### config.mk
export PLATFORM = sky130hd
export DESIGN_NAME = gnms_ram
export DESIGN_NICKNAME = d
export VERILOG_FILES = /design/src/rtl/gnms_ram.sv
export SDC_FILE = /design/constraint.sdc
export NUM_CORES = 1
export LEC_CHECK = 0
export BUFFER_PORTS_ARGS = -buffer_cell sky130_fd_sc_hd__clkbuf_2
export CAP_MARGIN = 20
export CORE_MARGIN = 3
export CORE_UTILIZATION = 49
export DETAILED_ROUTE_END_ITERATION = 6
export GPL_TIMING_DRIVEN = 0
export PLACE_DENSITY = 0.7
export SLEW_MARGIN = 20
export SYNTH_ARGS = -nofsm -noshare
export SYNTH_HDL_FRONTEND = slang
export SYNTH_SLANG_ARGS = --single-unit
### constraint.sdc
create_clock -name clock -period 3.1 [get_ports clock]
set_input_delay 0.155 -clock clock [delete_from_list [all_inputs] [get_ports clock]]
set_output_delay 0.155 -clock clock [all_outputs]
set_load 0.005 [all_outputs]
### src/rtl/gnms_ram.sv
`timescale 1ns / 1ps
// ----------------------------------------------------------------------------
// gnms_ram
// Generic single-clock RAM, one write port and one read port, registered read.
// ----------------------------------------------------------------------------
module gnms_ram #(
   parameter int WIDTH = 8,
   parameter int DEPTH = 16
) (
   input  logic                     clock,
   input  logic                     wr_en,
   input  logic [$clog2(DEPTH)-1:0] wr_addr,
   input  logic [WIDTH-1:0]         wr_data,
   input  logic                     rd_en,
   input  logic [$clog2(DEPTH)-1:0] rd_addr,
   output logic [WIDTH-1:0]         rd_data
);

   logic [WIDTH-1:0] mem_ff [DEPTH];
   logic [WIDTH-1:0] rd_data_ff;

   always_ff @(posedge clock) begin
      if (wr_en) begin
         mem_ff[wr_addr] <= wr_data;
      end
      if (rd_en) begin
         rd_data_ff <= mem_ff[rd_addr];
      end
   end

   assign rd_data = rd_data_ff;

endmodule

Word-level counts from Yosys, hierarchy flattened
Memories as Yosys holds them, arrays and structs flattened. A register that Yosys moved wholly into a read port is not among the register bits. Cells that the tools add are included.

Add/sub/neg operators: 0. Multipliers: 0. Divide/modulo/power cells: 0. $lt $le $gt $ge: 0. Equality and inequality tests: 0. Shift-type cells: 0. Multiplexer cells: 2. Bitwise operators: 0. Reductions and logical operators: 0.

Operator list (count): $mux 1 (2).

Bits in registers: 0. Bits in latches: 0. RAM bits: 128. ROM bits: 0. Input bits: 19. Output and inout port bits: 8. Word-level logic and storage cells: 3. Memories: 1.

Memory list: mem_ff (depth 16, width 8, read ports 1, clocked after memory_dff 1, wr ports 1, RTL line 19) `logic [WIDTH-1:0] mem_ff [DEPTH];`.

Depth between registers and ports, before layout
Depth in word-level cells: 2. Depth in mapped cells: 5. Depth with buffers taken out: 3.

Least setup slack after synthesis
OpenSTA, ideal clock, no wires.

Path kind: input to register. From: in wr_addr[2]. To: mem mem_ff[0][0], enable pin. Library setup time: 383 ps. Arrival time: 1265 ps. Required time: 2717 ps. Path slack: 1452 ps. Stages on the path: 2. Path buffers: 0. Path through: or3b_2 nor3_1.

RTL lines: start: declaration (RTL line 12) `input logic [$clog2(DEPTH)-1:0] wr_addr,`; end: declaration (RTL line 19).

No word-level cell before the write port.

==> qor.txt <==
DRC: 0
Synth Area per Inst: 22.8 sq um
Netlist cell types: 18
multi-input combinational cell area: 1080 sq um
vias in the first global route: 2460
synthesized flop and latch total: 136
clk buf depth: 2
TritonRoute pass-1 iters: 4
internal power: 3.36 mW
RSZ-0062 raised after global routing: false
wire per inst: 22.9 um
Sink Count: 136
fin. max-slew vios: 0
CP startpoint kind: flip-flop
Min-Delay Path Class: input pin to flip-flop
CTS root buf: clkbuf_8
maximum number of pins on one net before global-route repair: 17
leakage power: 2.03 nW
WHS: 0.0877 ns
Core Area: 10400 sq um
Synthesized Nets: 248
crit path time final: 1.58 ns
Routed Antenna Nets: 0
Switch Pwr: 847 uW
R2R Setup Slk: 1.52 ns
status: finished clean
fin nets: 293
GRT overflow: 0
Switching Share: 20.1%
Starting Density: 50.4%
Core Rows: 37
Max Cap Violations: 0
critical path capture point type: flip-flop
critical path required time: 3.35 ns
dpl hpwl: 5890 um
Cells after Synth: 229
fmax: 633 MHz
pre-CTS WS: 1.25 ns
GPL Wtd Cong: 0.759
input/output buffers: 25
part of the Yosys area used for sequential elements: 78.1%
filler cell count: 743
initial antenna violation count: 0
Comb power frac: 4.6%
total number of vias: 2389
largest vdd supply drop: 0.375 mV
Num CTS Buffers: 17
Clock power frac: 46.0%
Die Wd: 109 um
Hold Fails Final Rpt: 0
Worst-Skew Late Latency: 0.51 ns
Mapped Area: 5230 sq um
final period utilization: 51.0%
measured slew at the worst slew-check pin: 0.825 ns
Warnings, synthesis: 0
antenna cells: 0
final worst setup slack: 1.52 ns
DR iter-0 viols: 228
clock transition at the registers of the reported paths: 0.06 ns
post_cts resized: 0
final setup fails: 0
number of H-tree levels: 4
first-pass GRT wire length: 14700 um
# IOs: 27
DIE AREA: 11900 sq um
gr usage total: 18.0%
register area: 4080 sq um
Layout area overhead: 17.2%
crit path max fanout: 1
Slew HR: 44.8%
CTS tree: done
Power Dens Cells: 687 nW/um^2
Die Ht: 109 um
clk_skew: 0.00524 ns
via/cell ratio: 5.65
setup TNS: 0 ns
share of power burned in registers: 49.4%
Post-Route WL: 9700 um
crit path DAT: 1.83 ns
layout cells sized above 1: 30.3%
CP Class: flip-flop to flip-flop
==> registers in the layout (all words and copies together) (netlist names) <==
register and count:
mem_ff 128, rd_data 8
==> final timing paths <==
check,startpoint,end,depth (start not counted)
worst max register to register,mem_ff[5][0],rd_data[0],3
worst min-delay path,wr_data[5],mem_ff[14][5],1
worst min register to register,mem_ff[8][3],rd_data[3],3
worst max-delay path,mem_ff[5][0],rd_data[0],3
==> timing repair <==
action	CTS	global route
setup buffers	0	0
setup endpoints to repair	0	0
endpoints found under the hold margin	8	0
hold buffers	1	0
==> synthesized netlist by cell type <==
cell type        count  share of area [%]
a22oi_1             16                2.3
and2_1               1               0.12
and2b_1              1               0.14
buf_2                3               0.29
buf_4                1               0.14
buf_6                3               0.65
clkdlybuf4s25_2      3               0.57
edfxtp_1           136                 78
mux4_1              14                7.0
mux4_2              18                7.8
nand2_1              9               0.65
nand2b_1             2               0.24
nand3_1              1              0.096
nand3b_1             2               0.29
nor2_1              13               0.93
nor2b_1              1               0.12
nor3_1               4               0.38
or3b_2               1               0.17
==> stage by stage <==
step | utilization (%) | power (mW) | instance area [sq um] | instances
3_3_place_gp | 53.3 | 2.30 | 5520 | 390
6_report | 59.1 | 4.21 | 6130 | 423
2_1_floorplan | - | 2.22 | 5230 | 229
5_1_grt | 59.1 | 4.34 | 6130 | 423
3_5_place_dp | 53.5 | 2.31 | 5540 | 390
4_1_cts | 59.1 | 4.24 | 6130 | 423
==> area by class of cell <==
class / count / share of cell area [%]
clock inverter: 14 / 2.57
sequential: 136 / 66.6
timing repair buffer: 26 / 2.20
tap: 136 / 2.78
clock buffer: 18 / 6.82
multi-input combinational: 83 / 17.6
buffer: 10 / 1.41
==> per-layer routing <==
layer	global-route usage [%]	routed length, um	vias to the layer above
met5	0	0	-
met4	6.50	119	0
met3	5.45	593	7
met2	26.7	4630	87
met1	25.6	4350	1227
li1	-	-	1068
==> critical path, stage by stage, from the launching register on <==
cell and delay, ns:
edfxtp_1 0.36, mux4_1 0.58, a22oi_1 0.27, nand2_1 0.11
==> power by group through the flow <==
stage	Combinational [mW]	Clock, mW	Sequential (mW)
final	0.194	1.94	2.08
after global routing	0.211	2.04	2.08
after CTS	0.197	1.96	2.08
after detailed placement	0.194	0	2.12
after global placement	0.187	0	2.12
after floorplan	0.105	0	2.12
==> cells by family after synthesis <==
family                 Yosys count  share of synthesized area, %
DFF                            136                          78.1
and+or+nand+nor                 35                          3.14
muxes                           32                          14.8
AOI/OAI and AO/OA               16                          2.30
buffers and inverters           10                          1.65
==> cell usage in the layout (no fill, tap or decap), types with 4 or more instances in the layout <==
cell type / Yosys / routed
a22oi_1: 16 / 16
nor3_2: 0 / 4
nand2_1: 9 / 9
edfxtp_1: 136 / 136
clkbuf_2: 0 / 25
clkbuf_16: 0 / 16
nor2_1: 13 / 13
mux4_1: 14 / 14
clkinvlp_4: 0 / 6
mux4_2: 18 / 18
No activity file was read; power rests on OpenSTA's default activity.
